==> src/rtl/pzg_pkg.sv <==
// shared constants and types of the pinch zoom gesture detector
package pzg_pkg;

   localparam int COORD_BITS = 12;
   localparam int IN_COORD_W = 12;
   localparam int KIND_W     = 2;
   localparam int COUNT_W    = 4;
   localparam int CODE_W     = 2;
   localparam int SPAN_W     = 17;
   localparam int CENTER_W   = 13;
   localparam int HIST_W     = 2;

   // squared distance, then 8 zero bits for 4 fraction bits of the root
   localparam int PROD_W     = 2 * COORD_BITS;
   localparam int SUM_W      = PROD_W + 1;
   localparam int FRAC_SHIFT = 8;
   localparam int RAD_W      = SUM_W + FRAC_SHIFT + 1;
   localparam int ROOT_W     = RAD_W / 2;
   localparam int REM_W      = ROOT_W + 2;
   localparam int STEP_W     = $clog2(ROOT_W);

   localparam logic [HIST_W-1:0]  HIST_FULL   = 2'd3;
   localparam logic [COUNT_W-1:0] FINGERS_ONE = 4'd1;
   localparam logic [COUNT_W-1:0] FINGERS_TWO = 4'd2;

   typedef enum logic [KIND_W-1:0] {
      KIND_DOWN  = 2'd0,
      KIND_MOVE  = 2'd1,
      KIND_UP    = 2'd2,
      KIND_OTHER = 2'd3
   } kind_type;

   typedef enum logic [CODE_W-1:0] {
      CODE_UNKNOWN = 2'd0,
      CODE_BEGIN   = 2'd1,
      CODE_ZOOM    = 2'd2,
      CODE_END     = 2'd3
   } code_type;

endpackage

==> src/rtl/pzg_req_if.sv <==
// touch report channel
interface pzg_req_if;
   logic                          valid;
   logic                          ready;
   logic [pzg_pkg::KIND_W-1:0]    event_kind;
   logic [pzg_pkg::COUNT_W-1:0]   finger_count;
   logic [pzg_pkg::IN_COORD_W-1:0] first_x;
   logic [pzg_pkg::IN_COORD_W-1:0] first_y;
   logic [pzg_pkg::IN_COORD_W-1:0] second_x;
   logic [pzg_pkg::IN_COORD_W-1:0] second_y;

   modport source (
      output valid, event_kind, finger_count, first_x, first_y, second_x, second_y,
      input  ready
   );
   modport sink (
      input  valid, event_kind, finger_count, first_x, first_y, second_x, second_y,
      output ready
   );
endinterface

==> src/rtl/pzg_rsp_if.sv <==
// gesture result channel
interface pzg_rsp_if;
   logic                          valid;
   logic                          ready;
   logic [pzg_pkg::CODE_W-1:0]    gesture_code;
   logic [pzg_pkg::SPAN_W-1:0]    span;
   logic [pzg_pkg::CENTER_W-1:0]  center_x_half;
   logic [pzg_pkg::CENTER_W-1:0]  center_y_half;

   modport source (
      output valid, gesture_code, span, center_x_half, center_y_half,
      input  ready
   );
   modport sink (
      input  valid, gesture_code, span, center_x_half, center_y_half,
      output ready
   );
endinterface

==> src/rtl/pinch_zoom_gesture_detector.sv <==
// pinch zoom gesture detector: one gesture word per touch report
// two-finger report: one shared multiplier squares dx then dy, then one restoring
//   root step per cycle, then the finish state registers the result
// other reports: straight from idle to the finish state, which registers the result
// req ready only while idle, so a new report is not taken until the last result is registered
// synchronous reset clears the sequencer, the history, the pinch flag, the stored span and center and the result valid
module pinch_zoom_gesture_detector (
   input  logic       clock,
   input  logic       reset,
   pzg_req_if.sink    req_chan,
   pzg_rsp_if.source  rsp_chan
);

   typedef enum logic [2:0] {
      ST_IDLE,
      ST_SQ_X,
      ST_SQ_Y,
      ST_ROOT,
      ST_FINISH
   } state_type;

   state_type                        state_ff, state_in;
   logic [pzg_pkg::HIST_W-1:0]       hist_ff, hist_in;
   logic                             active_ff, active_in;
   logic [pzg_pkg::SPAN_W-1:0]       prev_span_ff, prev_span_in;
   logic [pzg_pkg::CENTER_W-1:0]     prev_cx_ff, prev_cx_in;
   logic [pzg_pkg::CENTER_W-1:0]     prev_cy_ff, prev_cy_in;
   pzg_pkg::code_type                code_ff, code_in;
   logic [pzg_pkg::SPAN_W-1:0]       span_ff, span_in;
   logic [pzg_pkg::CENTER_W-1:0]     cx_ff, cx_in;
   logic [pzg_pkg::CENTER_W-1:0]     cy_ff, cy_in;
   logic [pzg_pkg::COORD_BITS-1:0]   dx_ff, dx_in;
   logic [pzg_pkg::COORD_BITS-1:0]   dy_ff, dy_in;
   logic [pzg_pkg::PROD_W-1:0]       prod_ff, prod_in;
   logic [pzg_pkg::RAD_W-1:0]        rad_ff, rad_in;
   logic [pzg_pkg::REM_W-1:0]        rem_ff, rem_in;
   logic [pzg_pkg::ROOT_W-1:0]       root_ff, root_in;
   logic [pzg_pkg::STEP_W-1:0]       step_ff, step_in;
   logic                             rsp_valid_ff, rsp_valid_in;
   pzg_pkg::code_type                rsp_code_ff, rsp_code_in;
   logic [pzg_pkg::SPAN_W-1:0]       rsp_span_ff, rsp_span_in;
   logic [pzg_pkg::CENTER_W-1:0]     rsp_cx_ff, rsp_cx_in;
   logic [pzg_pkg::CENTER_W-1:0]     rsp_cy_ff, rsp_cy_in;

   logic                             accept;
   pzg_pkg::kind_type                kind;
   logic [pzg_pkg::COORD_BITS-1:0]   x0, y0, x1, y1, dx, dy;
   logic [pzg_pkg::HIST_W-1:0]       hist_base, hist_next;
   pzg_pkg::code_type                pair_code;
   logic [pzg_pkg::COORD_BITS-1:0]   mul_a;
   logic [pzg_pkg::PROD_W-1:0]       mul_p;
   logic [pzg_pkg::SUM_W-1:0]        sq_sum;
   logic [pzg_pkg::REM_W-1:0]        rem_sh, trial;
   logic                             trial_ok;
   logic [pzg_pkg::ROOT_W-1:0]       root_step;

   assign req_chan.ready         = (state_ff == ST_IDLE);
   assign accept                 = req_chan.valid && req_chan.ready;
   assign rsp_chan.valid         = rsp_valid_ff;
   assign rsp_chan.gesture_code  = rsp_code_ff;
   assign rsp_chan.span          = rsp_span_ff;
   assign rsp_chan.center_x_half = rsp_cx_ff;
   assign rsp_chan.center_y_half = rsp_cy_ff;

   assign kind = pzg_pkg::kind_type'(req_chan.event_kind);
   assign x0   = pzg_pkg::COORD_BITS'(req_chan.first_x);
   assign y0   = pzg_pkg::COORD_BITS'(req_chan.first_y);
   assign x1   = pzg_pkg::COORD_BITS'(req_chan.second_x);
   assign y1   = pzg_pkg::COORD_BITS'(req_chan.second_y);
   assign dx   = (x0 >= x1) ? (x0 - x1) : (x1 - x0);
   assign dy   = (y0 >= y1) ? (y0 - y1) : (y1 - y0);

   // a one-finger down starts a fresh history
   assign hist_base = (kind == pzg_pkg::KIND_DOWN && req_chan.finger_count == pzg_pkg::FINGERS_ONE)
                      ? '0 : hist_ff;
   assign hist_next = (hist_base == pzg_pkg::HIST_FULL) ? hist_base : hist_base + 1'b1;

   always_comb begin
      unique case (kind)
         pzg_pkg::KIND_DOWN: pair_code = pzg_pkg::CODE_BEGIN;
         pzg_pkg::KIND_MOVE: pair_code = pzg_pkg::CODE_ZOOM;
         pzg_pkg::KIND_UP:   pair_code = pzg_pkg::CODE_END;
         default:            pair_code = pzg_pkg::CODE_UNKNOWN;
      endcase
   end

   // shared squaring unit
   assign mul_a  = (state_ff == ST_SQ_X) ? dx_ff : dy_ff;
   assign mul_p  = mul_a * mul_a;
   assign sq_sum = pzg_pkg::SUM_W'(prod_ff) + pzg_pkg::SUM_W'(mul_p);

   // one restoring root digit
   assign rem_sh    = {rem_ff[pzg_pkg::REM_W-3:0], rad_ff[pzg_pkg::RAD_W-1 -: 2]};
   assign trial     = {root_ff, 2'b01};
   assign trial_ok  = (rem_sh >= trial);
   assign root_step = {root_ff[pzg_pkg::ROOT_W-2:0], trial_ok};

   always_comb begin
      state_in     = state_ff;
      hist_in      = hist_ff;
      active_in    = active_ff;
      prev_span_in = prev_span_ff;
      prev_cx_in   = prev_cx_ff;
      prev_cy_in   = prev_cy_ff;
      code_in      = code_ff;
      span_in      = span_ff;
      cx_in        = cx_ff;
      cy_in        = cy_ff;
      dx_in        = dx_ff;
      dy_in        = dy_ff;
      prod_in      = prod_ff;
      rad_in       = rad_ff;
      rem_in       = rem_ff;
      root_in      = root_ff;
      step_in      = step_ff;
      rsp_valid_in = rsp_valid_ff && !rsp_chan.ready;
      rsp_code_in  = rsp_code_ff;
      rsp_span_in  = rsp_span_ff;
      rsp_cx_in    = rsp_cx_ff;
      rsp_cy_in    = rsp_cy_ff;

      unique case (state_ff)
         ST_IDLE: begin
            if (accept) begin
               hist_in   = hist_next;
               active_in = (req_chan.finger_count == pzg_pkg::FINGERS_TWO)
                           && (kind != pzg_pkg::KIND_UP);
               if (req_chan.finger_count == pzg_pkg::FINGERS_TWO) begin
                  dx_in    = dx;
                  dy_in    = dy;
                  cx_in    = pzg_pkg::CENTER_W'({1'b0, x0} + {1'b0, x1});
                  cy_in    = pzg_pkg::CENTER_W'({1'b0, y0} + {1'b0, y1});
                  code_in  = pair_code;
                  state_in = ST_SQ_X;
               end else begin
                  // one finger lifted after a live pinch ends the zoom
                  if (req_chan.finger_count == pzg_pkg::FINGERS_ONE
                      && hist_next == pzg_pkg::HIST_FULL && active_ff) begin
                     code_in = pzg_pkg::CODE_END;
                     span_in = prev_span_ff;
                     cx_in   = prev_cx_ff;
                     cy_in   = prev_cy_ff;
                  end else begin
                     code_in = pzg_pkg::CODE_UNKNOWN;
                     span_in = '0;
                     cx_in   = '0;
                     cy_in   = '0;
                  end
                  state_in = ST_FINISH;
               end
            end
         end
         ST_SQ_X: begin
            prod_in  = mul_p;
            state_in = ST_SQ_Y;
         end
         ST_SQ_Y: begin
            rad_in   = {1'b0, sq_sum, {pzg_pkg::FRAC_SHIFT{1'b0}}};
            rem_in   = '0;
            root_in  = '0;
            step_in  = pzg_pkg::STEP_W'(pzg_pkg::ROOT_W - 1);
            state_in = ST_ROOT;
         end
         ST_ROOT: begin
            rem_in  = trial_ok ? (rem_sh - trial) : rem_sh;
            root_in = root_step;
            rad_in  = {rad_ff[pzg_pkg::RAD_W-3:0], 2'b00};
            step_in = step_ff - 1'b1;
            if (step_ff == '0) begin
               span_in      = pzg_pkg::SPAN_W'(root_step);
               prev_span_in = pzg_pkg::SPAN_W'(root_step);
               prev_cx_in   = cx_ff;
               prev_cy_in   = cy_ff;
               state_in     = ST_FINISH;
            end
         end
         ST_FINISH: begin
            if (!rsp_valid_ff || rsp_chan.ready) begin
               rsp_valid_in = 1'b1;
               rsp_code_in  = code_ff;
               rsp_span_in  = span_ff;
               rsp_cx_in    = cx_ff;
               rsp_cy_in    = cy_ff;
               state_in     = ST_IDLE;
            end
         end
         default: state_in = ST_IDLE;
      endcase
   end

   always_ff @(posedge clock) begin
      if (reset) begin
         state_ff     <= ST_IDLE;
         hist_ff      <= '0;
         active_ff    <= 1'b0;
         prev_span_ff <= '0;
         prev_cx_ff   <= '0;
         prev_cy_ff   <= '0;
         rsp_valid_ff <= 1'b0;
      end else begin
         state_ff     <= state_in;
         hist_ff      <= hist_in;
         active_ff    <= active_in;
         prev_span_ff <= prev_span_in;
         prev_cx_ff   <= prev_cx_in;
         prev_cy_ff   <= prev_cy_in;
         rsp_valid_ff <= rsp_valid_in;
      end
      code_ff     <= code_in;
      span_ff     <= span_in;
      cx_ff       <= cx_in;
      cy_ff       <= cy_in;
      dx_ff       <= dx_in;
      dy_ff       <= dy_in;
      prod_ff     <= prod_in;
      rad_ff      <= rad_in;
      rem_ff      <= rem_in;
      root_ff     <= root_in;
      step_ff     <= step_in;
      rsp_code_ff <= rsp_code_in;
      rsp_span_ff <= rsp_span_in;
      rsp_cx_ff   <= rsp_cx_in;
      rsp_cy_ff   <= rsp_cy_in;
   end

endmodule

==> src/flat_wrapper.sv <==
// flat-port wrapper written by rule: the top's interface ports become plain ports
module pinch_zoom_gesture_detector_flat 
  (clock, reset, req_chan_valid, req_chan_event_kind, req_chan_finger_count, req_chan_first_x, req_chan_first_y, req_chan_second_x, req_chan_second_y, req_chan_ready, rsp_chan_valid, rsp_chan_gesture_code, rsp_chan_span, rsp_chan_center_x_half, rsp_chan_center_y_half, rsp_chan_ready);
  pzg_req_if req_chan_i ();
  pzg_rsp_if rsp_chan_i ();
  input  logic clock;
  input  logic reset;
  input wire logic [$bits(req_chan_i.valid)-1:0] req_chan_valid;
  input wire logic [$bits(req_chan_i.event_kind)-1:0] req_chan_event_kind;
  input wire logic [$bits(req_chan_i.finger_count)-1:0] req_chan_finger_count;
  input wire logic [$bits(req_chan_i.first_x)-1:0] req_chan_first_x;
  input wire logic [$bits(req_chan_i.first_y)-1:0] req_chan_first_y;
  input wire logic [$bits(req_chan_i.second_x)-1:0] req_chan_second_x;
  input wire logic [$bits(req_chan_i.second_y)-1:0] req_chan_second_y;
  output wire logic [$bits(req_chan_i.ready)-1:0] req_chan_ready;
  output wire logic [$bits(rsp_chan_i.valid)-1:0] rsp_chan_valid;
  output wire logic [$bits(rsp_chan_i.gesture_code)-1:0] rsp_chan_gesture_code;
  output wire logic [$bits(rsp_chan_i.span)-1:0] rsp_chan_span;
  output wire logic [$bits(rsp_chan_i.center_x_half)-1:0] rsp_chan_center_x_half;
  output wire logic [$bits(rsp_chan_i.center_y_half)-1:0] rsp_chan_center_y_half;
  input wire logic [$bits(rsp_chan_i.ready)-1:0] rsp_chan_ready;
  assign req_chan_i.valid = req_chan_valid;
  assign req_chan_i.event_kind = req_chan_event_kind;
  assign req_chan_i.finger_count = req_chan_finger_count;
  assign req_chan_i.first_x = req_chan_first_x;
  assign req_chan_i.first_y = req_chan_first_y;
  assign req_chan_i.second_x = req_chan_second_x;
  assign req_chan_i.second_y = req_chan_second_y;
  assign req_chan_ready = req_chan_i.ready;
  assign rsp_chan_valid = rsp_chan_i.valid;
  assign rsp_chan_gesture_code = rsp_chan_i.gesture_code;
  assign rsp_chan_span = rsp_chan_i.span;
  assign rsp_chan_center_x_half = rsp_chan_i.center_x_half;
  assign rsp_chan_center_y_half = rsp_chan_i.center_y_half;
  assign rsp_chan_i.ready = rsp_chan_ready;
  pinch_zoom_gesture_detector u_core (.clock(clock), .reset(reset), .req_chan(req_chan_i), .rsp_chan(rsp_chan_i));
endmodule
==> config.mk <==
export PLATFORM = sky130hd
export DESIGN_NAME = pinch_zoom_gesture_detector_flat
export DESIGN_NICKNAME = d
export VERILOG_FILES = /design/src/rtl/pzg_pkg.sv /design/src/rtl/pzg_req_if.sv /design/src/rtl/pzg_rsp_if.sv /design/src/rtl/pinch_zoom_gesture_detector.sv /design/src/flat_wrapper.sv
export SDC_FILE = /design/constraint.sdc
export NUM_CORES = 1
export LEC_CHECK = 0
export BUFFER_PORTS_ARGS = -buffer_cell sky130_fd_sc_hd__buf_2
export CAP_MARGIN = 5
export CORE_ASPECT_RATIO = 1.4
export CORE_MARGIN = 2
export CORE_UTILIZATION = 60
export DETAILED_ROUTE_END_ITERATION = 8
export GPL_ROUTABILITY_DRIVEN = 0
export GPL_TIMING_DRIVEN = 1
export PLACE_DENSITY = 0.79
export SYNTH_ARGS = -nofsm -noshare
export SYNTH_HDL_FRONTEND = slang
export SYNTH_SLANG_ARGS = --single-unit
export TNS_END_PERCENT = 50
==> constraint.sdc <==
create_clock -name clock -period 17.22 [get_ports clock]
set_input_delay 3.444 -clock clock [delete_from_list [all_inputs] [get_ports clock]]
set_output_delay 3.444 -clock clock [all_outputs]
set_load 0.02 [all_outputs]
==> flow_metrics.env <==
export IMPL_ys_seq_area_share_pct=39.9
export IMPL_grt_use_total_pct=25.6
export IMPL_fin_skew_ns=0.0326
export IMPL_dp_cells=2232
export IMPL_finalHoldViolations=0
export IMPL_cts_resized=0
export IMPL_ant_nets=0
export IMPL_initial_core_util_pct=60.9
export IMPL_first_iter_violations=909
export IMPL_drv_slew=0
export IMPL_via_count=13100
export IMPL_finalPower_mw=2.29
export IMPL_cts_sinks=252
export IMPL_setup_viol=0
export IMPL_regToRegStartpoint="u_core.state_ff[2]"
export IMPL_crit_type="flop to flop"
export IMPL_place_hpwl_um=29000
export IMPL_placed_cell_area_um2=18600
export IMPL_hold_path_startpoint="u_core.span_ff[5]"
export IMPL_peakVddDrop_mv=0.0954
export IMPL_design_core_area_um2=29100
export IMPL_synthDominantCellAreaShare_pct=34.3
export IMPL_fin_crit_sh_pct=51.4
export IMPL_reg2reg_slack_ns=8.37
export IMPL_rows=74
export IMPL_cts_setup_buffers=0
export IMPL_synth_seq_cells=252
export IMPL_clk_pin_slew_ns=0.06
export IMPL_grt_max_degree=66
export IMPL_synth_cell_types=64
export IMPL_startpoint_type="flop"
export IMPL_syn_cell_area_um2=17700
export IMPL_maxCapViolCount=0
export IMPL_synthCells=1795
export IMPL_leakage_nw=8.59
export IMPL_numPortBuffers=104
export IMPL_yosys_top_cells_area="edfxtp_1 (34%), ha_1 (12%), fa_1 (9.9%)"
export IMPL_post_route_cell_area_um2=19500
export IMPL_power_density_nw_per_um2=117
export IMPL_grt_pass1_wl_um=64400
export IMPL_setup_tns_ns=0
export IMPL_whs_path_depth=0
export IMPL_grt_overflow_total=0
export IMPL_final_cells=2282
export IMPL_clk_latency_ns=0.57
export IMPL_numCtsBuffers=26
export IMPL_root_buffer="clkbuf_16"
export IMPL_reg2reg_to="u_core.rad_ff[32]"
export IMPL_finalCriticalPeriod_ns=8.85
export IMPL_max_slew_margin_pct=25.7
export IMPL_synth_most_common_cell="inv_1"
export IMPL_whs_endpoint="u_core.rsp_chan.span[5]"
export IMPL_dr_pass1_iters=6
export IMPL_holdCritPathClass="flop to flop"
export IMPL_synth_nets=2113
export IMPL_ys_warn_count=0
export IMPL_maxUsedRoutingLayer="met4"
export IMPL_post_synth_cell_area_avg_um2=9.87
export IMPL_worstMarginPinSlew_ns=1.11
export IMPL_dieArea_um2=30900
export IMPL_worstSetupStartpoint="u_core.state_ff[2]"
export IMPL_route_layer_met1_wl_um=14700
export IMPL_die_w_um=149
export IMPL_drc=0
export IMPL_crit_slowest_cell="mux2i_1"
export IMPL_timing_fmax_ghz=0.113
export IMPL_synth_edff_count=202
export IMPL_wl_per_cell_um=17.2
export IMPL_required_ns=17.50
export IMPL_hold_buffers=0
export IMPL_critPathCaptureType="flop"
export IMPL_wl_met3_um=1920
export IMPL_async_flop_share_pct=0
export IMPL_arrival_ns=9.13
export IMPL_rsz0062_at_grt="false"
export IMPL_htree_levels=1
export IMPL_syn_to_final_growth_pct=10.3
export IMPL_status="completed"
export IMPL_viasPerCell=5.74
export IMPL_wirelength_um=39200
export IMPL_cts_tree="yes"
export IMPL_yosys_top_cells_count="inv_1 (249), edfxtp_1 (202), nand2_1 (193), ha_1 (172), nor2_1 (141)"
export IMPL_nNetsFinal=2198
export IMPL_path_max_fanout=38
export IMPL_cts_buffer_depth=3
export IMPL_reg2reg_depth=28
export IMPL_max_stage_delay_ns=0.77
export IMPL_yosysTopAreaCell="edfxtp_1"
export IMPL_critPathMostFrequentCell="fa_1"
export IMPL_grt_pass1_vias=13500
export IMPL_die_h_um=207
export IMPL_synth_main_ff_cell="edfxtp_1"
export IMPL_antenna_found_initial=2
export IMPL_drive_above_1_share_pct=10.2
export IMPL_met2RoutedLength_um=20500
export IMPL_ios=105
-- worst max-delay path: cells and delay by family (launching register included) --
family	cells	cell delay, ns
adder cells (fa/ha/maj)	7	3.23
AO/OA/AOI/OAI	8	2.26
AND/OR/NAND/NOR	6	0.91
multiplexers	1	0.77
buffers and inverters	5	0.68
flip-flops	1	0.45
XOR/XNOR	1	0.23
-- layout by cell type (no fill, tap or decap), types with 38 or more instances in the layout --
cell | netlist | routed
a21oi_1 | 127 | 127
ha_1 | 172 | 172
nor2_1 | 141 | 137
dfxtp_1 | 50 | 50
xnor2_1 | 62 | 62
fa_1 | 88 | 88
edfxtp_1 | 202 | 202
nand2_1 | 193 | 193
buf_2 | 6 | 104
o21ai_0 | 79 | 79
inv_1 | 249 | 249
nor3_1 | 38 | 38
-- worst max path at each step --
stage,to,slack [ns],cells past startpoint
2_1_floorplan,u_core.rad_ff[32],8.63,30
3_3_place_gp,u_core.rad_ff[32],8.95,28
3_5_place_dp,u_core.rad_ff[32],8.54,28
4_1_cts,u_core.rad_ff[32],8.46,28
5_1_grt,u_core.rad_ff[32],7.69,29
6_report,u_core.rad_ff[32],8.37,28
-- where the power goes --
part	total, mW	internal (mW)	switching (mW)
Clock	0.600	0.356	0.244
Combinational	0.941	0.396	0.545
Sequential	0.751	0.741	0.00939
Total	2.29	1.49	0.799
-- sequential cells by signal (all words and copies together) (netlist names), 13 cells and up --
register	cells
u_core.cy_ff	13
u_core.prev_cx_ff	13
u_core.rsp_chan.center_y_half	13
u_core.rsp_chan.span	17
u_core.span_ff	17
u_core.prev_cy_ff	13
u_core.rem_ff	17
u_core.root_ff	17
u_core.prev_span_ff	17
u_core.prod_ff	23
u_core.rad_ff	26
u_core.rsp_chan.center_x_half	13
u_core.cx_ff	13
-- metrics by stage --
step	worst slack, ns	hold slack [ns]	util, %
6_report	8.37	0.418	67.2
5_1_grt	7.69	0.426	67.2
4_1_cts	8.46	0.419	67.2
3_5_place_dp	8.54	0.405	64.0
3_3_place_gp	8.95	0.402	64.0
2_1_floorplan	8.63	0.400	-
-- area by class of cell --
class	instances	area [um2]
fill	2238	9530
multi-input combinational	1230	9500
sequential	252	7070
inverter	254	953
clock buffer	36	759
timing repair buffer	116	611
tap	380	475
clock inverter	12	169
antenna	2	5.00
-- metal layers --
layer  GRT usage, %  up-vias
li1               -     6259
met1           29.0     6302
met2           46.7      427
met3           2.95      122
met4           13.8        0
met5              0        -
-- cells by family after synthesis --
group	count (synthesis)	synth area share (%)
simple gates	482	12.0
compound gates	363	12.7
buf+inv	313	6.70
fa+ha+maj	260	22.1
flops	252	39.9
xor+xnor	89	4.40
mux	36	2.13
No activity file was read; power rests on OpenSTA's default activity.
